<file path="src/sv/kvt_pkg.sv">
// Shared types, constants and command/status bundles of the key/value text tokenizer.
package kvt_pkg;

    localparam int PENDING_MAX = 16;
    localparam int HOLD_AW     = (PENDING_MAX > 1) ? $clog2(PENDING_MAX) : 1;
    localparam int HOLD_CW     = $clog2(PENDING_MAX + 1);
    localparam int MAX_TOKENS  = 3;
    localparam int TQ_CW       = $clog2(MAX_TOKENS + 1);

    localparam logic [7:0] CH_EQUALS  = 8'h3D;
    localparam logic [7:0] CH_NEWLINE = 8'h0A;
    localparam logic [7:0] CH_SEMI    = 8'h3B;
    localparam logic [7:0] CH_MINUS   = 8'h2D;
    localparam logic [7:0] CH_SPACE   = 8'h20;
    localparam logic [7:0] CH_TAB     = 8'h09;
    localparam logic [7:0] CH_CR      = 8'h0D;
    localparam logic [7:0] CH_UPPER_A = 8'h41;
    localparam logic [7:0] CH_UPPER_Z = 8'h5A;
    localparam logic [7:0] CASE_SHIFT = 8'h20;

    typedef enum logic [2:0] {
        PH_BETWEEN,
        PH_MINUS,
        PH_COMMENT,
        PH_KEY,
        PH_AFTER_KEY,
        PH_BEFORE_VALUE,
        PH_VALUE,
        PH_DRAIN
    } phase_t;

    typedef enum logic [1:0] {
        SQ_IDLE,
        SQ_FLUSH,
        SQ_TOKENS
    } seq_t;

    typedef enum logic [2:0] {
        KIND_KEY       = 3'd0,
        KIND_VALUE     = 3'd1,
        KIND_PAIR_END  = 3'd2,
        KIND_NO_EQUALS = 3'd3,
        KIND_TEXT_END  = 3'd4
    } kind_t;

    typedef enum logic [1:0] {
        CSEL_ZERO,
        CSEL_MINUS,
        CSEL_KEY,
        CSEL_VALUE
    } char_sel_t;

    typedef struct packed {
        kind_t     kind;
        char_sel_t csel;
        logic      ovf;
    } tok_t;

    typedef struct packed {
        logic is_zero;
        logic is_ws;
        logic is_equals;
        logic is_newline;
        logic is_semi;
        logic is_minus;
    } byte_class_t;

    typedef struct packed {
        byte_class_t cls;
        logic        held_empty;
        logic        held_full;
        logic        ovf_seen;
        logic        flush_last;
        logic        tok_last;
        logic        tok_none;
        logic        out_free;
    } dp_status_t;

    typedef struct packed {
        logic                        accept;
        logic                        hold_push;
        logic                        hold_clear;
        logic                        ovf_next;
        logic                        flush_adv;
        logic                        tok_adv;
        logic [TQ_CW-1:0]            tok_cnt;
        tok_t [MAX_TOKENS-1:0]       toks;
    } dp_cmd_t;

endpackage

</file>
<file path="src/sv/key_value_text_tokenizer_top.sv">
// Top level of the key/value text tokenizer: controller plus datapath.
//
// Reads a property text one byte per request and emits the key=value pairs
// as a stream of tokens: key characters (A-Z lowercased), value characters,
// pair end, missing-equals error and text end. Whitespace between pairs is
// skipped, "--" at a key start opens a comment to the line end, and a value
// ends at newline, ';' (which then begins the next key) or end of text.
// Trailing whitespace inside a value is held in a 16-entry hold RAM: it is
// dropped at the value end and replayed when a later value byte arrives; a
// run longer than the store is replayed early and the pair end is flagged.
// s_tlast marks the final byte; a zero byte also ends the text, and bytes
// after it are dropped until the final byte. Bytes that cause no result
// stream at one per cycle; a byte that causes results holds off the next
// byte until all of them are issued, one result per cycle into the output
// register while it is free (m_tready low stalls it). Replayed whitespace
// comes from the hold RAM one character per cycle on the same terms. A new
// request is taken while the last result of the previous one still waits
// in the output register. The hold RAM needs no clearing after reset.
module key_value_text_tokenizer_top (
    input  logic       aclk,
    input  logic       aresetn,
    input  logic       s_tvalid,
    output logic       s_tready,
    input  logic [7:0] s_tdata,   // [7:0] text_byte
    input  logic       s_tlast,   // final_byte
    output logic       m_tvalid,
    input  logic       m_tready,
    output logic [7:0] m_tdata,   // [7:0] out_char
    output logic [3:0] m_tuser,   // [2:0] token_kind, [3] trim_overflow
    output logic       m_tlast    // run_last
);

    kvt_pkg::dp_cmd_t    cmd;
    kvt_pkg::dp_status_t status;

    // Sequence each request: plan its results, replay held whitespace,
    // then issue the queued tokens.
    kvt_ctrl u_ctrl (
        .aclk     (aclk),
        .aresetn  (aresetn),
        .s_tvalid (s_tvalid),
        .s_tlast  (s_tlast),
        .s_tready (s_tready),
        .status   (status),
        .cmd      (cmd)
    );

    // Hold the byte, the whitespace store and the output register.
    kvt_dp u_dp (
        .aclk     (aclk),
        .aresetn  (aresetn),
        .s_tdata  (s_tdata),
        .cmd      (cmd),
        .status   (status),
        .m_tvalid (m_tvalid),
        .m_tready (m_tready),
        .m_tdata  (m_tdata),
        .m_tuser  (m_tuser),
        .m_tlast  (m_tlast)
    );

endmodule

</file>
<file path="src/sv/kvt_ram.sv">
// Generic single-write, single-read RAM with registered read data.
module kvt_ram #(
    parameter int  WIDTH = 8,
    parameter int  DEPTH = 16,
    localparam int AW    = (DEPTH > 1) ? $clog2(DEPTH) : 1
) (
    input  logic             aclk,
    input  logic             we,
    input  logic [AW-1:0]    waddr,
    input  logic [WIDTH-1:0] wdata,
    input  logic [AW-1:0]    raddr,
    output logic [WIDTH-1:0] rdata
);

    logic [WIDTH-1:0] mem [DEPTH];

    always_ff @(posedge aclk) begin
        if (we) begin
            mem[waddr] <= wdata;
        end
        rdata <= mem[raddr];
    end

endmodule

</file>
<file path="src/sv/kvt_dp.sv">
// Datapath: byte classing, whitespace hold store, token queue and output register.
module kvt_dp (
    input  logic                aclk,
    input  logic                aresetn,
    input  logic [7:0]          s_tdata,
    input  kvt_pkg::dp_cmd_t    cmd,
    output kvt_pkg::dp_status_t status,
    output logic                m_tvalid,
    input  logic                m_tready,
    output logic [7:0]          m_tdata,
    output logic [3:0]          m_tuser,
    output logic                m_tlast
);

    logic [7:0]                   byte_reg;
    logic [kvt_pkg::HOLD_CW-1:0]  held_count_reg, held_count_next;
    logic                         ovf_reg;
    logic [kvt_pkg::HOLD_CW-1:0]  flush_idx_reg, flush_idx_next;
    kvt_pkg::tok_t [kvt_pkg::MAX_TOKENS-1:0] tq_reg;
    logic [kvt_pkg::TQ_CW-1:0]    tq_cnt_reg;
    logic [kvt_pkg::TQ_CW-1:0]    tq_idx_reg;

    logic                         out_valid_reg, out_valid_next;
    kvt_pkg::kind_t               out_kind_reg;
    logic [7:0]                   out_char_reg;
    logic                         out_ovf_reg;
    logic                         out_last_reg;

    logic                         ram_we;
    logic [kvt_pkg::HOLD_AW-1:0]  ram_waddr;
    logic [7:0]                   ram_wdata;
    logic [7:0]                   ram_rdata;

    kvt_pkg::tok_t                cur_tok;
    logic [7:0]                   key_char;
    logic [7:0]                   tok_char;
    logic                         out_free;

    assign out_free = !out_valid_reg || m_tready;

    // classify the offered byte and report store, queue and output state
    always_comb begin
        status.cls.is_zero    = (s_tdata == 8'h00);
        status.cls.is_ws      = (s_tdata == kvt_pkg::CH_SPACE) ||
                                (s_tdata inside {[kvt_pkg::CH_TAB:kvt_pkg::CH_CR]});
        status.cls.is_equals  = (s_tdata == kvt_pkg::CH_EQUALS);
        status.cls.is_newline = (s_tdata == kvt_pkg::CH_NEWLINE);
        status.cls.is_semi    = (s_tdata == kvt_pkg::CH_SEMI);
        status.cls.is_minus   = (s_tdata == kvt_pkg::CH_MINUS);
        status.held_empty     = (held_count_reg == '0);
        status.held_full      = (held_count_reg == kvt_pkg::HOLD_CW'(kvt_pkg::PENDING_MAX));
        status.ovf_seen       = ovf_reg;
        status.flush_last     = (kvt_pkg::HOLD_CW'(flush_idx_reg + 1'b1) == held_count_reg);
        status.tok_last       = (kvt_pkg::TQ_CW'(tq_idx_reg + 1'b1) == tq_cnt_reg);
        status.tok_none       = (tq_cnt_reg == '0);
        status.out_free       = out_free;
    end

    // hold store
    assign ram_we    = cmd.hold_push;
    assign ram_waddr = cmd.hold_clear ? '0 : held_count_reg[kvt_pkg::HOLD_AW-1:0];
    assign ram_wdata = cmd.accept ? s_tdata : byte_reg;

    always_comb begin
        if (cmd.accept) begin
            flush_idx_next = '0;
        end else if (cmd.flush_adv) begin
            flush_idx_next = kvt_pkg::HOLD_CW'(flush_idx_reg + 1'b1);
        end else begin
            flush_idx_next = flush_idx_reg;
        end
    end

    kvt_ram #(
        .WIDTH (8),
        .DEPTH (kvt_pkg::PENDING_MAX)
    ) u_hold_ram (
        .aclk  (aclk),
        .we    (ram_we),
        .waddr (ram_waddr),
        .wdata (ram_wdata),
        .raddr (flush_idx_next[kvt_pkg::HOLD_AW-1:0]),
        .rdata (ram_rdata)
    );

    always_comb begin
        if (cmd.hold_clear) begin
            held_count_next = cmd.hold_push ? kvt_pkg::HOLD_CW'(1) : '0;
        end else if (cmd.hold_push) begin
            held_count_next = kvt_pkg::HOLD_CW'(held_count_reg + 1'b1);
        end else begin
            held_count_next = held_count_reg;
        end
    end

    // token character selection
    assign cur_tok  = tq_reg[tq_idx_reg];
    assign key_char = (byte_reg inside {[kvt_pkg::CH_UPPER_A:kvt_pkg::CH_UPPER_Z]}) ?
                      8'(byte_reg + kvt_pkg::CASE_SHIFT) : byte_reg;

    always_comb begin
        case (cur_tok.csel)
            kvt_pkg::CSEL_MINUS: tok_char = kvt_pkg::CH_MINUS;
            kvt_pkg::CSEL_KEY:   tok_char = key_char;
            kvt_pkg::CSEL_VALUE: tok_char = byte_reg;
            default:             tok_char = 8'h00;
        endcase
    end

    always_comb begin
        if (cmd.flush_adv || cmd.tok_adv) begin
            out_valid_next = 1'b1;
        end else if (m_tready) begin
            out_valid_next = 1'b0;
        end else begin
            out_valid_next = out_valid_reg;
        end
    end

    always_ff @(posedge aclk) begin
        if (!aresetn) begin
            held_count_reg <= '0;
            ovf_reg        <= 1'b0;
            out_valid_reg  <= 1'b0;
            flush_idx_reg  <= '0;
            tq_cnt_reg     <= '0;
            tq_idx_reg     <= '0;
        end else begin
            held_count_reg <= held_count_next;
            out_valid_reg  <= out_valid_next;
            flush_idx_reg  <= flush_idx_next;
            if (cmd.accept) begin
                ovf_reg    <= cmd.ovf_next;
                tq_cnt_reg <= cmd.tok_cnt;
                tq_idx_reg <= '0;
            end else if (cmd.tok_adv) begin
                tq_idx_reg <= kvt_pkg::TQ_CW'(tq_idx_reg + 1'b1);
            end
        end
    end

    always_ff @(posedge aclk) begin
        if (cmd.accept) begin
            byte_reg <= s_tdata;
            tq_reg   <= cmd.toks;
        end
        if (cmd.flush_adv) begin
            out_kind_reg <= kvt_pkg::KIND_VALUE;
            out_char_reg <= ram_rdata;
            out_ovf_reg  <= 1'b0;
            out_last_reg <= status.flush_last && (tq_cnt_reg == '0);
        end else if (cmd.tok_adv) begin
            out_kind_reg <= cur_tok.kind;
            out_char_reg <= tok_char;
            out_ovf_reg  <= cur_tok.ovf;
            out_last_reg <= status.tok_last;
        end
    end

    assign m_tvalid = out_valid_reg;
    assign m_tdata  = out_char_reg;
    assign m_tuser  = {out_ovf_reg, out_kind_reg};
    assign m_tlast  = out_last_reg;

endmodule

</file>
<file path="src/sv/kvt_ctrl.sv">
// Controller: parse phase, per-byte result plan and result sequencer.
module kvt_ctrl (
    input  logic                aclk,
    input  logic                aresetn,
    input  logic                s_tvalid,
    input  logic                s_tlast,
    output logic                s_tready,
    input  kvt_pkg::dp_status_t status,
    output kvt_pkg::dp_cmd_t    cmd
);

    kvt_pkg::phase_t phase_reg, phase_next;
    kvt_pkg::seq_t   seq_reg, seq_next;
    logic            push_late_reg, push_late_next;

    kvt_pkg::phase_t                         plan_phase;
    kvt_pkg::tok_t [kvt_pkg::MAX_TOKENS-1:0] plan_toks;
    logic [kvt_pkg::TQ_CW-1:0]               plan_cnt;
    logic                                    plan_flush;
    logic                                    plan_push;
    logic                                    plan_push_late;
    logic                                    plan_clear;
    logic                                    plan_ovf;

    logic accept;
    logic flush_end;

    assign accept    = (seq_reg == kvt_pkg::SQ_IDLE) && s_tvalid;
    assign flush_end = (seq_reg == kvt_pkg::SQ_FLUSH) && status.out_free && status.flush_last;

    // work out every result the offered byte causes
    always_comb begin
        kvt_pkg::phase_t ph;
        kvt_pkg::phase_t te_ph;
        logic            do_start;
        logic            do_key;
        logic            do_end;

        plan_toks      = '0;
        plan_cnt       = '0;
        plan_flush     = 1'b0;
        plan_push      = 1'b0;
        plan_push_late = 1'b0;
        plan_clear     = 1'b0;
        plan_ovf       = status.ovf_seen;
        ph             = phase_reg;
        do_start       = 1'b0;
        do_key         = 1'b0;
        do_end         = 1'b0;

        if (!status.cls.is_zero) begin
            case (phase_reg)
                kvt_pkg::PH_BETWEEN: begin
                    do_start = 1'b1;
                end
                kvt_pkg::PH_MINUS: begin
                    if (status.cls.is_minus) begin
                        ph = kvt_pkg::PH_COMMENT;
                    end else begin
                        plan_toks[plan_cnt] = '{kvt_pkg::KIND_KEY, kvt_pkg::CSEL_MINUS, 1'b0};
                        plan_cnt = plan_cnt + 1'b1;
                        ph       = kvt_pkg::PH_KEY;
                        do_key   = 1'b1;
                    end
                end
                kvt_pkg::PH_COMMENT: begin
                    if (status.cls.is_newline) begin
                        ph = kvt_pkg::PH_BETWEEN;
                    end
                end
                kvt_pkg::PH_KEY: begin
                    do_key = 1'b1;
                end
                kvt_pkg::PH_AFTER_KEY: begin
                    if (status.cls.is_equals) begin
                        ph = kvt_pkg::PH_BEFORE_VALUE;
                    end else if (!status.cls.is_ws) begin
                        plan_toks[plan_cnt] = '{kvt_pkg::KIND_NO_EQUALS, kvt_pkg::CSEL_ZERO,
                                                1'b0};
                        plan_cnt = plan_cnt + 1'b1;
                        ph       = kvt_pkg::PH_DRAIN;
                    end
                end
                kvt_pkg::PH_BEFORE_VALUE: begin
                    if (status.cls.is_semi) begin
                        plan_toks[plan_cnt] = '{kvt_pkg::KIND_PAIR_END, kvt_pkg::CSEL_ZERO,
                                                plan_ovf};
                        plan_cnt   = plan_cnt + 1'b1;
                        plan_clear = 1'b1;
                        plan_ovf   = 1'b0;
                        ph         = kvt_pkg::PH_BETWEEN;
                        do_start   = 1'b1;
                    end else if (!status.cls.is_ws) begin
                        plan_toks[plan_cnt] = '{kvt_pkg::KIND_VALUE, kvt_pkg::CSEL_VALUE, 1'b0};
                        plan_cnt   = plan_cnt + 1'b1;
                        plan_clear = 1'b1;
                        ph         = kvt_pkg::PH_VALUE;
                    end
                end
                kvt_pkg::PH_VALUE: begin
                    if (status.cls.is_newline || status.cls.is_semi) begin
                        plan_toks[plan_cnt] = '{kvt_pkg::KIND_PAIR_END, kvt_pkg::CSEL_ZERO,
                                                plan_ovf};
                        plan_cnt   = plan_cnt + 1'b1;
                        plan_clear = 1'b1;
                        plan_ovf   = 1'b0;
                        ph         = kvt_pkg::PH_BETWEEN;
                        do_start   = 1'b1;
                    end else if (status.cls.is_ws) begin
                        if (status.held_full) begin
                            plan_flush     = 1'b1;
                            plan_push_late = 1'b1;
                            plan_ovf       = 1'b1;
                        end else begin
                            plan_push = 1'b1;
                        end
                    end else begin
                        plan_flush = !status.held_empty;
                        plan_toks[plan_cnt] = '{kvt_pkg::KIND_VALUE, kvt_pkg::CSEL_VALUE, 1'b0};
                        plan_cnt = plan_cnt + 1'b1;
                    end
                end
                default: begin
                end
            endcase

            if (do_start && !status.cls.is_ws) begin
                if (status.cls.is_minus) begin
                    ph = kvt_pkg::PH_MINUS;
                end else begin
                    ph     = kvt_pkg::PH_KEY;
                    do_key = 1'b1;
                end
            end

            if (do_key) begin
                if (status.cls.is_ws) begin
                    ph = kvt_pkg::PH_AFTER_KEY;
                end else if (status.cls.is_equals) begin
                    ph = kvt_pkg::PH_BEFORE_VALUE;
                end else begin
                    plan_toks[plan_cnt] = '{kvt_pkg::KIND_KEY, kvt_pkg::CSEL_KEY, 1'b0};
                    plan_cnt = plan_cnt + 1'b1;
                end
            end

            do_end = s_tlast;
        end else begin
            do_end = 1'b1;
        end

        te_ph = ph;
        if (do_end) begin
            case (te_ph)
                kvt_pkg::PH_BETWEEN,
                kvt_pkg::PH_COMMENT: begin
                    plan_toks[plan_cnt] = '{kvt_pkg::KIND_TEXT_END, kvt_pkg::CSEL_ZERO, 1'b0};
                    plan_cnt = plan_cnt + 1'b1;
                end
                kvt_pkg::PH_MINUS: begin
                    plan_toks[plan_cnt] = '{kvt_pkg::KIND_KEY, kvt_pkg::CSEL_MINUS, 1'b0};
                    plan_cnt = plan_cnt + 1'b1;
                    plan_toks[plan_cnt] = '{kvt_pkg::KIND_NO_EQUALS, kvt_pkg::CSEL_ZERO, 1'b0};
                    plan_cnt = plan_cnt + 1'b1;
                end
                kvt_pkg::PH_KEY,
                kvt_pkg::PH_AFTER_KEY: begin
                    plan_toks[plan_cnt] = '{kvt_pkg::KIND_NO_EQUALS, kvt_pkg::CSEL_ZERO, 1'b0};
                    plan_cnt = plan_cnt + 1'b1;
                end
                kvt_pkg::PH_BEFORE_VALUE,
                kvt_pkg::PH_VALUE: begin
                    plan_toks[plan_cnt] = '{kvt_pkg::KIND_PAIR_END, kvt_pkg::CSEL_ZERO,
                                            plan_ovf};
                    plan_cnt = plan_cnt + 1'b1;
                    plan_toks[plan_cnt] = '{kvt_pkg::KIND_TEXT_END, kvt_pkg::CSEL_ZERO, 1'b0};
                    plan_cnt = plan_cnt + 1'b1;
                end
                default: begin
                end
            endcase
            plan_clear     = 1'b1;
            plan_push      = 1'b0;
            plan_push_late = 1'b0;
            plan_ovf       = 1'b0;
            ph = (status.cls.is_zero && !s_tlast) ? kvt_pkg::PH_DRAIN : kvt_pkg::PH_BETWEEN;
        end

        plan_phase = ph;
    end

    // next state
    always_comb begin
        seq_next       = seq_reg;
        phase_next     = phase_reg;
        push_late_next = push_late_reg;
        case (seq_reg)
            kvt_pkg::SQ_IDLE: begin
                if (accept) begin
                    phase_next     = plan_phase;
                    push_late_next = plan_push_late;
                    if (plan_flush) begin
                        seq_next = kvt_pkg::SQ_FLUSH;
                    end else if (plan_cnt != '0) begin
                        seq_next = kvt_pkg::SQ_TOKENS;
                    end
                end
            end
            kvt_pkg::SQ_FLUSH: begin
                if (flush_end) begin
                    push_late_next = 1'b0;
                    seq_next = status.tok_none ? kvt_pkg::SQ_IDLE : kvt_pkg::SQ_TOKENS;
                end
            end
            kvt_pkg::SQ_TOKENS: begin
                if (status.out_free && status.tok_last) begin
                    seq_next = kvt_pkg::SQ_IDLE;
                end
            end
            default: begin
                seq_next = kvt_pkg::SQ_IDLE;
            end
        endcase
    end

    // outputs
    always_comb begin
        s_tready       = (seq_reg == kvt_pkg::SQ_IDLE);
        cmd            = '0;
        cmd.accept     = accept;
        cmd.toks       = plan_toks;
        cmd.tok_cnt    = plan_cnt;
        cmd.ovf_next   = plan_ovf;
        cmd.hold_push  = (accept && plan_push) || (flush_end && push_late_reg);
        cmd.hold_clear = (accept && plan_clear && !plan_flush) || flush_end;
        cmd.flush_adv  = (seq_reg == kvt_pkg::SQ_FLUSH) && status.out_free;
        cmd.tok_adv    = (seq_reg == kvt_pkg::SQ_TOKENS) && status.out_free;
    end

    always_ff @(posedge aclk) begin
        if (!aresetn) begin
            seq_reg       <= kvt_pkg::SQ_IDLE;
            phase_reg     <= kvt_pkg::PH_BETWEEN;
            push_late_reg <= 1'b0;
        end else begin
            seq_reg       <= seq_next;
            phase_reg     <= phase_next;
            push_late_reg <= push_late_next;
        end
    end

endmodule
</file>
<file path="config.mk">
export PLATFORM = sky130hd
export DESIGN_NAME = key_value_text_tokenizer_top
export DESIGN_NICKNAME = d
export VERILOG_FILES = /design/src/sv/kvt_pkg.sv /design/src/sv/key_value_text_tokenizer_top.sv /design/src/sv/kvt_ram.sv /design/src/sv/kvt_dp.sv /design/src/sv/kvt_ctrl.sv
export SDC_FILE = /design/constraint.sdc
export NUM_CORES = 1
export LEC_CHECK = 0
export BUFFER_PORTS_ARGS = -buffer_cell sky130_fd_sc_hd__buf_2
export CORE_MARGIN = 2
export CORE_UTILIZATION = 63
export DETAILED_ROUTE_END_ITERATION = 10
export PLACE_DENSITY_LB_ADDON = 0.25
export SLEW_MARGIN = 20
export SYNTH_ARGS = -nofsm -noshare
export SYNTH_HDL_FRONTEND = slang
export SYNTH_SLANG_ARGS = --single-unit
</file>
<file path="constraint.sdc">
create_clock -name aclk -period 8.9 [get_ports aclk]
set_input_delay 0 -clock aclk [delete_from_list [all_inputs] [get_ports aclk]]
set_output_delay 0 -clock aclk [all_outputs]
set_load 0.005 [all_outputs]
</file>
# After elaboration in Yosys (flattened, before gate mapping)
# Memories as Yosys holds them, arrays and structs flattened. A register that Yosys moved wholly into a read port is not among the register bits.
# Index checks and enable logic that the tools add are counted.
# Widths: inputs -> output; s select.
# totals
wordCells,256
ram_bits,128
in_bits,13
output_inout_bits,15
regBits,61
n_memories,1
# mem_list
name,depth,word_bits,rd,rd_clocked_by_memory_dff,wr,line,source
u_dp.u_hold_ram.mem,16,8,1,1,1,kvt_ram.sv:15,logic [WIDTH-1:0] mem [DEPTH];
# classes
n_lt_le_gt_ge,11
mux,117
reduce_logical,48
n_addsub,7
bitwise_logic,19
eq_ne,29
# ops
operator,n
$mux 18,5
$pmux 18 s4,1
$not 15->15,4
$mux 6,8
$mux 1,46
$and 15x15->15,3
$mux 3,13
$demux 6 s2,3
$mux 2,17
$eq 8x6->1 const B,4
$mux 8,4
$and 12x12->12,2
$not 12->12,2
$pmux 6 s4,1
$pmux 8 s3,1
$bwmux 18,1
$eq 3x3->1 const B,6
$logic_and 1x1->1,17
$mux 4,4
$and 5x15->15,1
$mux 5,3
$pmux 3 s5,1
$bmux 6 s2,1
$eq 3x2->1 const B,4
other kinds (40),79

# Depth between registers and ports, before layout
# Gate-level depths: netlist of the first run.
# depth
depth_word,21
depth_mapped,17
mapped_depth_nobuf,14

# By module
# From an unflattened synthesis of the first run, not the netlist that was laid out.
# unflattened
cells_unflattened,710
area_unflattened_um2,9354.0
# modules_own_cells
module,area_per_inst_um2,cells_each,n_inst
kvt_ram,5147.4,229,1
kvt_dp,2596.2,235,1
kvt_ctrl,1610.3,246,1

# Worst setup path after synthesis of the first run
# OpenSTA, ideal clock, no wires.
# synth_timing
path_kind,input to register
from,input port s_tdata[3]
to,"register u_dp.tq_reg[1] (netlist bit), data pin"
arrival_time_ps,3151
setup_time_ps,256
stages,16
n_path_buf,3
path_slack_ps,5493
path_cell_list,clkbuf_1 -> or4b_1 -> a21oi_1 -> o21a_1 -> buf_2 -> nor3b_1 -> o21ba_2 -> ha_1 -> mux2i_1 -> nor2_1 -> ha_1 -> clkbuf_1 -> a41oi_1 -> o221ai_1 -> a211oi_1 -> a41o_1
# synth_rtl
item,line,source
start: declaration,key_value_text_tokenizer_top.sv:24,"input logic [7:0] s_tdata,"
end signal: assignment,kvt_dp.sv:145,tq_reg <= cmd.toks;
end: declaration,kvt_dp.sv:19,kvt_pkg::tok_t [kvt_pkg::MAX_TOKENS-1:0] tq_reg;

==> results of run 1 <==
per-layer routing:
layer | up-vias | global-route usage
met5 | - | 0
met4 | 0 | 0.0739
met3 | 33 | 0.0544
met2 | 385 | 0.415
met1 | 3334 | 0.436
li1 | 3220 | -
worst paths after layout:
check	startpoint	to	slack, ps	cells past startpoint
max	u_ctrl.phase_reg[1]	u_dp.tq_reg[1]	4950	11
min	m_tready	u_dp.m_tvalid	80	4
max reg2reg	u_ctrl.phase_reg[1]	u_dp.tq_reg[1]	4950	11
min reg2reg	u_dp.ovf_reg	u_dp.ovf_reg	500	2
kinds of logic after synthesis:
kind of cell	after synthesis
AO/OA/AOI/OAI	219
XOR/XNOR	16
adder cells (fa/ha/maj)	12
buffers and inverters	68
flip-flops	196
multiplexers	12
AND/OR/NAND/NOR	340
area by class of cell:
type                    instances  area [um2]  area share
flip-flops and latches        196        5470       0.536
multi-input cells             599        3620       0.355
clock buffers                  17         425      0.0417
well taps                     184         230      0.0226
clock inverters                15         210      0.0206
repair buffers                 36         208      0.0204
inverters                      12        45.0     0.00441
power breakdown:
| group | internal (mW) | switching [mW] | total [mW] |
|---|---|---|---|
| logic | 0.126 | 0.250 | 0.376 |
| registers | 1.09 | 0.0437 | 1.13 |
| clock network | 0.433 | 0.373 | 0.806 |
| total | 1.65 | 0.667 | 2.31 |
metrics by stage:
stage | total power, mW | hold WS (ps) | util
2_1_floorplan | 1.39 | 294 | -
3_3_place_gp | 1.51 | 370 | 0.658
3_5_place_dp | 1.52 | 374 | 0.659
4_1_cts | 2.31 | 47.5 | 0.705
5_1_grt | 2.40 | 84.0 | 0.705
6_report | 2.31 | 75.6 | 0.705
cell usage after synthesis, types with 3 or more instances:
master	number
inv_1	10
mux2i_1	11
o21ai_0	30
o31ai_1	4
o21a_1	3
nand2_1	132
nor4_1	5
a21oi_1	46
and3_1	4
a211oi_1	47
nand2b_1	10
ha_1	11
o21ai_1	3
nor2_1	73
nor3_1	17
nand4_1	6
xor2_1	8
buf_1	7
a21o_1	3
clkbuf_1	45
nand3b_1	5
or3_1	7
and2_1	39
nand3_1	12
xnor2_1	8
a31oi_1	23
o32ai_1	3
nor3b_1	4
nor4b_1	3
edfxtp_1	154
nor2b_1	5
a311oi_1	16
a22oi_1	5
dfxtp_1	42
what timing repair did:
item / 4_1_cts / 5_1_grt
hold endpoints to repair: 12 / 0
hold buffers: 2 / 0
resized for setup: 0 / 0
buffers inserted: 0 / 0
worst max-delay path, cell delays in order (launching register included):
cell and delay (ps):
dfxtp_1 650, nand3b_1 310, a211oi_1 330, o21ai_0 260
a31oi_1 410, mux2i_1 150, nor2_1 350, ha_1 430
a41oi_1 170, o221ai_1 270, a211oi_1 130, a41o_1 250
==> results.sh, run 1 <==
export IMPL_min_period_ps=3960
export IMPL_dr_first_iter_drc_count=950
export IMPL_ys_types=81
export IMPL_synth_xor_area_frac=0.0150
export IMPL_synth_largest_area_cell="edfxtp_1"
export IMPL_place_detailed_hpwl_mm=14.1
export IMPL_gp_congestion=0.894
export IMPL_antenna_found_initial=1
export IMPL_synthAdderAreaFrac=0.0158
export IMPL_final_nets=886
export IMPL_layout_commonest_cell="edfxtp_1"
export IMPL_area_delta_synth_final_pct=9.45
export IMPL_ys_flop_type="edfxtp_1"
export IMPL_drt_met1_wl_mm=9.70
export IMPL_tns_ps=0
export IMPL_antennaDiodeCount=0
export IMPL_final_cells=1059
export IMPL_wl_met3_mm=2.09
export IMPL_clock_latency_ps=440
export IMPL_cts_buffer_depth=2
export IMPL_fmax_ghz=0.253
export IMPL_critPathLaunchType="register"
export IMPL_muxShareOfSynthArea=0.0130
export IMPL_syn_nets=887
export IMPL_fillers=983
export IMPL_grt_pass1_wl_mm=34.7
export IMPL_cts_tree="yes"
export IMPL_maxCapViolCount=0
export IMPL_synth_area_leaders="edfxtp_1 50%, dfxtp_1 9.0%, nand2_1 5.3%, a211oi_1 3.8%, nor2_1 2.9%"
export IMPL_hold_path_class="in2reg"
export IMPL_drive_gt1_frac=0.103
export IMPL_final_setup_skew_ps=12.6
export IMPL_vias_per_cell=6.58
export IMPL_largest_reg_flops=128
export IMPL_setup_viol=0
export IMPL_synth_compound_area_frac=0.164
export IMPL_crit_type="reg2reg"
export IMPL_ir_worst_vdd_v=0.000147
export IMPL_die_area_mm2=0.0158
export IMPL_ys_ff_latch=196
export IMPL_drc=0
export IMPL_synth_simple_area_share=0.177
export IMPL_cts_buffers=17
export IMPL_relSlewSlack=0.301
export IMPL_critPathRequiredTime_ps=9100
export IMPL_syn_area_mm2=0.00932
export IMPL_place_area_mm2=0.00955
export IMPL_syn_area_per_cell_um2=10.8
export IMPL_p_per_area_mw_per_mm2=227
export IMPL_rsz0062_at_grt="no"
export IMPL_pin_count=28
export IMPL_netlist_area_leader_share=0.496
export IMPL_hold_viol=0
export IMPL_dp_cells=1025
export IMPL_async_flop_share=0
export IMPL_final_cell_mix="154 x edfxtp_1, 132 x nand2_1, 72 x nor2_1"
export IMPL_cts_root_buf="clkbuf_16"
export IMPL_worst_slack_ps=4950
export IMPL_route_met2_wl_mm=9.74
export IMPL_preCtsSetupSlack_ps=5070
export IMPL_worstMarginPinSlew_ps=1050
export IMPL_fin_crit_sh=0.444
export IMPL_critPathMaxFanout=15
export IMPL_grt_usage=0.282
export IMPL_first_global_vias=6323
export IMPL_fp_dieH_um=126
export IMPL_start_util=0.644
export IMPL_synth_warnings=0
export IMPL_grt_overflow_total=0
export IMPL_ys_seq_area_frac=0.586
export IMPL_dr_pass1_iters=7
export IMPL_numPortBuffers=27
export IMPL_drt_wl_total_mm=21.8
export IMPL_clock_sinks=196
export IMPL_grt_max_degree=66
export IMPL_clkTransAtPathRegs_ps=80
export IMPL_rows=44
export IMPL_top_layer_used="met4"
export IMPL_die_w_um=126
export IMPL_final_design_area_no_fill_mm2=0.0102
export IMPL_dr_total_vias=6972
export IMPL_syn_inst=863
export IMPL_cp_end_kind="register"
export IMPL_leakagePower_nw=3.48
export IMPL_core_mm2=0.0145
export IMPL_maxSlewViolCount=0
export IMPL_wl_per_cell_um=20.6
export IMPL_synth_top_family_by_area="simple AND/OR/NAND/NOR gates"
export IMPL_arrival_ps=4150
export IMPL_final_antenna_net_count=0
export IMPL_status="finished, final reports clean"
export IMPL_synth_edf_count=154
export IMPL_htreeDepth=4
Note: power is estimated with default switching activity, not from simulation.
==> inputs of run 2 (changes only) <==
--- a/config.mk
+++ b/config.mk
@@ -7,7 +7,7 @@
 export LEC_CHECK = 0
 export BUFFER_PORTS_ARGS = -buffer_cell sky130_fd_sc_hd__buf_2
 export CORE_MARGIN = 2
-export CORE_UTILIZATION = 63
+export CORE_UTILIZATION = 62
 export DETAILED_ROUTE_END_ITERATION = 10
 export PLACE_DENSITY_LB_ADDON = 0.25
 export SLEW_MARGIN = 20
==> constraint.sdc (replaced) <==
create_clock -name aclk -period 3.9 [get_ports aclk]
set_input_delay 0 -clock aclk [delete_from_list [all_inputs] [get_ports aclk]]
set_output_delay 0 -clock aclk [all_outputs]
set_load 0.005 [all_outputs]
==> run 2 against run 1 <==
Wire length grew 3.4%; critical path depth is the same; non-clock buffer count grew 16; combinational power grew 140%; sequential cell count is the same; clock power grew 100%; via count grew 0.32%; worst hold slack gained 6.9 ps; critical path type unchanged; critical endpoint unchanged; largest cell class unchanged; largest power group unchanged.
==> results.sh, run 2 (synthesis gave the netlist of run 1 again) <==
export IMPL_status="finished, final reports clean"
export IMPL_layout_commonest_cell="edfxtp_1"
export IMPL_crit_top_cell="a211oi_1"
export IMPL_crit_type="reg2reg"
export IMPL_hold_viol=0
export IMPL_grt_usage=0.291
export IMPL_slowest_delay_ps=590
export IMPL_final_setup_skew_ps=12.3
export IMPL_fp_dieH_um=127
export IMPL_reg2reg_to="u_dp.tq_reg[1]"
export IMPL_arrival_ps=3790
export IMPL_busiest_layer="met1"
export IMPL_clkTransAtPathRegs_ps=70
export IMPL_r2r_cells=11
export IMPL_setup_viol=0
export IMPL_hold_path_class="in2reg"
export IMPL_path_cells="nand3b_1 -> a211oi_1 -> o21ai_0 -> a31oi_1 -> nand3_1 -> inv_1 -> ha_1 -> a41oi_1 -> o221ai_1 -> a211oi_1 -> a41o_1"
export IMPL_tns_ps=0
export IMPL_antenna_found_initial=0
export IMPL_hold_path_startpoint="m_tready"
export IMPL_first_global_vias=6505
export IMPL_critPathMaxFanout=12
export IMPL_grt_max_degree=65
export IMPL_dp_cells=1042
export IMPL_wl_per_cell_um=21.0
export IMPL_cts_buffers=17
export IMPL_cp_end_kind="register"
export IMPL_clock_latency_ps=430
export IMPL_final_cell_mix="154 x edfxtp_1, 132 x nand2_1, 71 x nor2_1"
export IMPL_maxSlewViolCount=0
export IMPL_largest_reg_flops=128
export IMPL_antennaDiodeCount=0
export IMPL_drive_gt1_frac=0.119
export IMPL_final_cells=1075
export IMPL_cp_num_buf_inv=1
export IMPL_dr_total_vias=6994
export IMPL_pin_count=28
export IMPL_reg2reg_from="u_ctrl.phase_reg[1]"
export IMPL_final_antenna_net_count=0
export IMPL_whs_path_depth=4
export IMPL_critPathTopFamily="compound AO/OA/AOI/OAI gates"
export IMPL_rsz0062_at_grt="no"
export IMPL_min_period_ps=3600
export IMPL_fillers=985
export IMPL_grt_overflow_total=0
export IMPL_leakagePower_nw=3.51
export IMPL_dr_first_iter_drc_count=993
export IMPL_r2r_slack_ps=300
export IMPL_use_met1=0.437
export IMPL_critPathLaunchType="register"
export IMPL_rows=44
export IMPL_critPathRequiredTime_ps=4090
export IMPL_worstMarginPinSlew_ps=1040
export IMPL_die_area_mm2=0.0160
export IMPL_numPortBuffers=27
export IMPL_grt_util_met3=0.0578
export IMPL_htreeDepth=4
export IMPL_cts_tree="yes"
export IMPL_cpMaxStageDelayCell="dfxtp_1"
export IMPL_cts_root_buf="clkbuf_16"
export IMPL_register_area_mm2=0.00547
export IMPL_p_per_area_mw_per_mm2=498
export IMPL_area_delta_synth_final_pct=9.93
export IMPL_die_w_um=127
export IMPL_ir_worst_vdd_v=0.000372
export IMPL_gp_congestion=0.988
export IMPL_clock_sinks=196
export IMPL_cts_buffer_depth=2
export IMPL_dr_pass1_iters=6
export IMPL_worstHoldEndpoint="u_dp.m_tvalid"
export IMPL_maxCapViolCount=0
export IMPL_drt_wl_total_mm=22.5
export IMPL_start_util=0.639
export IMPL_use_met2=0.437
export IMPL_multiInputGateArea_mm2=0.00361
export IMPL_drc=0
export IMPL_fin_crit_sh=0.923
export IMPL_final_nets=902
export IMPL_grt_pass1_wl_mm=36.0
export IMPL_core_mm2=0.0146
export IMPL_place_detailed_hpwl_mm=15.2
export IMPL_fmax_ghz=0.278
export IMPL_vias_per_cell=6.51
export IMPL_relSlewSlack=0.303
[run 2: worst min-delay path, delay by kind of cell]
family	cells	cell delay, ps
compound gates	1	100
simple gates	2	280
buf+inv	1	110
[run 2: through the flow]
step	utilization	total power, mW	hold WS [ps]	instance area (um2)	setup slack [ps]
floorplan	-	3.17	294	9320	493
global placement	0.663	3.45	393	9670	355
detailed placement	0.663	3.48	389	9670	233
CTS	0.702	5.09	64.5	10200	242
global route	0.702	5.30	63.5	10200	61.2
finish	0.702	5.10	82.6	10200	299
[run 2: final cells by class]
class,count,area share
well taps,184,0.0225
clock buffers,17,0.0415
flip-flops and latches,196,0.533
repair buffers,52,0.0330
inverters,12,0.00440
clock inverters,15,0.0134
multi-input cells,599,0.352
[run 2: worst max-delay path by stage]
stage,start,endpoint,cells after the start
2_1_floorplan,s_tdata[3],u_dp.tq_reg[1],16
3_5_place_dp,s_tdata[3],u_dp.tq_reg[1],14
4_1_cts,u_ctrl.phase_reg[0],u_dp.tq_reg[1],12
5_1_grt,u_ctrl.phase_reg[1],u_dp.tq_reg[1],12
3_3_place_gp,s_tdata[3],u_dp.tq_reg[1],14
6_report,u_ctrl.phase_reg[1],u_dp.tq_reg[1],11
[run 2: per-layer routing]
metal	wire length (um)	up-vias
met3	2130	42
li1	-	3255
met5	0	-
met1	9920	3308
met4	486	0
met2	10000	389
[run 2: timing repair]
item	4_1_cts	5_1_grt
endpoints found under the hold margin	7	0
setup endpoints to repair	0	2
setup buffers	0	0
hold buffers	1	0
gates resized for setup	0	2
[run 2: report_power, final]
| group | total [mW] | internal (mW) | switching [mW] |
|---|---|---|---|
| Sequential | 2.56 | 2.48 | 0.0775 |
| Clock | 1.64 | 0.843 | 0.799 |
| Combinational | 0.900 | 0.294 | 0.606 |
| Total | 5.10 | 3.62 | 1.48 |
==> inputs of run 3 (changes only) <==
--- a/config.mk
+++ b/config.mk
@@ -9,6 +9,7 @@
 export CORE_MARGIN = 2
 export CORE_UTILIZATION = 62
 export DETAILED_ROUTE_END_ITERATION = 10
+export MAX_ROUTING_LAYER = met4
 export PLACE_DENSITY_LB_ADDON = 0.25
 export SLEW_MARGIN = 20
 export SYNTH_ARGS = -nofsm -noshare
==> constraint.sdc (replaced) <==
create_clock -name aclk -period 3.9 [get_ports aclk]
set_input_delay 0.585 -clock aclk [delete_from_list [all_inputs] [get_ports aclk]]
set_output_delay 0.585 -clock aclk [all_outputs]
set_load 0.005 [all_outputs]
==> run 3 against run 2 <==
Non-clock buffer count rose by 25; via count up 0.37%; final area is 2.0% higher; critical endpoint unchanged; power up 1.2%; cell count increased by 2.2%; global-route usage increased by 1.0 points; largest cell class unchanged; critical path depth grew 4; sequential power about the same; register-to-register slack better by 320 ps.
==> results.sh, run 3 (synthesis gave the netlist of run 1 again) <==
export IMPL_final_core_util=0.717
export IMPL_rows=44
export IMPL_p_sw_mw=1.46
export IMPL_pin_count=28
export IMPL_grt_util_met3=0.0540
export IMPL_cp_num_buf_inv=2
export IMPL_worstMarginPinSlew_ps=788
export IMPL_tns_ps=0
export IMPL_dr_pass1_iters=5
export IMPL_grt_usage=0.301
export IMPL_final_design_area_no_fill_mm2=0.0105
export IMPL_largest_reg_flops=128
export IMPL_power_total_mw=5.16
export IMPL_final_antenna_net_count=0
export IMPL_clock_sinks=196
export IMPL_drive_gt1_frac=0.140
export IMPL_relSlewSlack=0.471
export IMPL_antennaDiodeCount=0
export IMPL_clkPwrFrac=0.326
export IMPL_crit_top_cell="ha_1"
export IMPL_clock_latency_ps=430
export IMPL_gp_congestion=0.918
export IMPL_core_mm2=0.0146
export IMPL_critPathRequiredTime_ps=4200
export IMPL_drc=0
export IMPL_grt_overflow_total=0
export IMPL_final_cell_mix="154 x edfxtp_1, 132 x nand2_1, 71 x nor2_1"
export IMPL_fp_dieH_um=127
export IMPL_clkTransAtPathRegs_ps=70
export IMPL_status="finished, final reports clean"
export IMPL_p_int_mw=3.70
export IMPL_cp_end_kind="register"
export IMPL_cts_buffers=17
export IMPL_grt_pass1_wl_mm=36.1
export IMPL_fin_crit_sh=0.892
export IMPL_place_detailed_hpwl_mm=15.3
export IMPL_cts_repair_resized=0
export IMPL_first_global_vias=6873
export IMPL_area_delta_synth_final_pct=12.2
export IMPL_min_period_ps=3480
export IMPL_maxSlewViolCount=0
export IMPL_cts_buffer_depth=2
export IMPL_final_setup_skew_ps=12.4
export IMPL_wl_per_cell_um=20.5
export IMPL_die_w_um=127
export IMPL_use_met2=0.452
export IMPL_vias_per_cell=6.39
export IMPL_slowest_delay_ps=560
export IMPL_fmax_ghz=0.287
export IMPL_die_area_mm2=0.0160
export IMPL_rsz0062_at_grt="no"
export IMPL_use_met1=0.417
export IMPL_critPathMaxFanout=5
export IMPL_busiest_layer="met2"
export IMPL_postCtsHoldBufs=0
export IMPL_setup_viol=0
export IMPL_fillers=989
export IMPL_path_cells="buf_2 -> or4b_1 -> or3_1 -> nor2_1 -> o21ai_0 -> o21ba_2 -> ha_1 -> mux2i_1 -> nor2_2 -> inv_1 -> ha_1 -> a41oi_1 -> o221ai_1 -> a211oi_1 -> a41o_1"
export IMPL_ir_worst_vdd_v=0.000359
export IMPL_critPathTopFamily="simple AND/OR/NAND/NOR gates"
export IMPL_dr_first_iter_drc_count=858
export IMPL_multiInputGateArea_mm2=0.00361
export IMPL_cts_root_buf="clkbuf_16"
export IMPL_place_area_mm2=0.00988
export IMPL_htreeDepth=4
export IMPL_drt_wl_total_mm=22.5
export IMPL_sequentialPowerShare=0.496
export IMPL_grt_max_degree=66
export IMPL_dr_total_vias=7020
export IMPL_arrival_ps=3780
export IMPL_leakagePower_nw=3.65
export IMPL_hold_viol=0
export IMPL_final_nets=927
export IMPL_cts_tree="yes"
export IMPL_cpMaxStageDelayCell="or4b_1"
export IMPL_combPwrFrac=0.179
export IMPL_critPathLaunchType="primary input"
export IMPL_crit_type="in2reg"
export IMPL_start_util=0.639
export IMPL_register_area_mm2=0.00547
export IMPL_numPortBuffers=27
export IMPL_maxCapViolCount=0
export IMPL_p_per_area_mw_per_mm2=494
export IMPL_layout_commonest_cell="edfxtp_1"
export IMPL_hold_path_class="reg2reg"
export IMPL_cts_setup_buffers=0
export IMPL_antenna_found_initial=0
export IMPL_swShare=0.284
export IMPL_worst_hold_slack_ps=496
==> run 3: final cells by class <==
cell class | count | share of cell area
Timing Repair Buffer | 77 | 0.0512
Tap cell | 184 | 0.0220
Clock buffer | 18 | 0.0410
Sequential cell | 196 | 0.523
Inverter | 12 | 0.00431
Multi-Input combinational cell | 599 | 0.345
Clock inverter | 13 | 0.0139
==> run 3: worst paths after layout <==
path | to | cells after the start | start | slack (ps)
setup reg to reg | u_dp.tq_reg[1] | 12 | u_ctrl.phase_reg[0] | 620
setup / recovery | u_dp.tq_reg[1] | 15 | s_tdata[6] | 420
hold reg to reg | u_dp.out_kind_reg[0] | 1 | u_dp.out_kind_reg[0] | 500
hold / removal | u_dp.out_kind_reg[0] | 1 | u_dp.out_kind_reg[0] | 500
==> run 3: worst reg2reg max path, delay by kind of cell (launching register included) <==
kind | cells | cell delay [ps]
DFF | 1 | 410
muxes | 1 | 310
and+or+nand+nor | 2 | 430
buffers and inverters | 1 | 110
AOI/OAI and AO/OA | 7 | 1540
adders and majority gates | 1 | 250
==> run 3: routing by layer <==
metal / vias up / routed length (um)
met2: 256 / 10400
met3: 46 / 1620
met4: 0 / 581
li1: 3292 / -
met1: 3426 / 9840
met5: - / 0
==> run 3: metrics by stage <==
stage                     setup WS, ps  instances
after floorplan                   19.8        863
after global placement            94.2       1068
after detailed placement         -12.3       1068
after CTS                          428       1099
after global routing               246       1099
final                              420       1099
==> run 3: power groups by stage <==
stage / clock network, mW / registers [mW] / logic (mW)
after CTS: 1.70 / 2.56 / 0.905
final: 1.68 / 2.56 / 0.922
after global placement: 0 / 2.60 / 0.875
after floorplan: 0 / 2.58 / 0.597
after detailed placement: 0 / 2.61 / 0.898
after global routing: 1.78 / 2.57 / 1.01
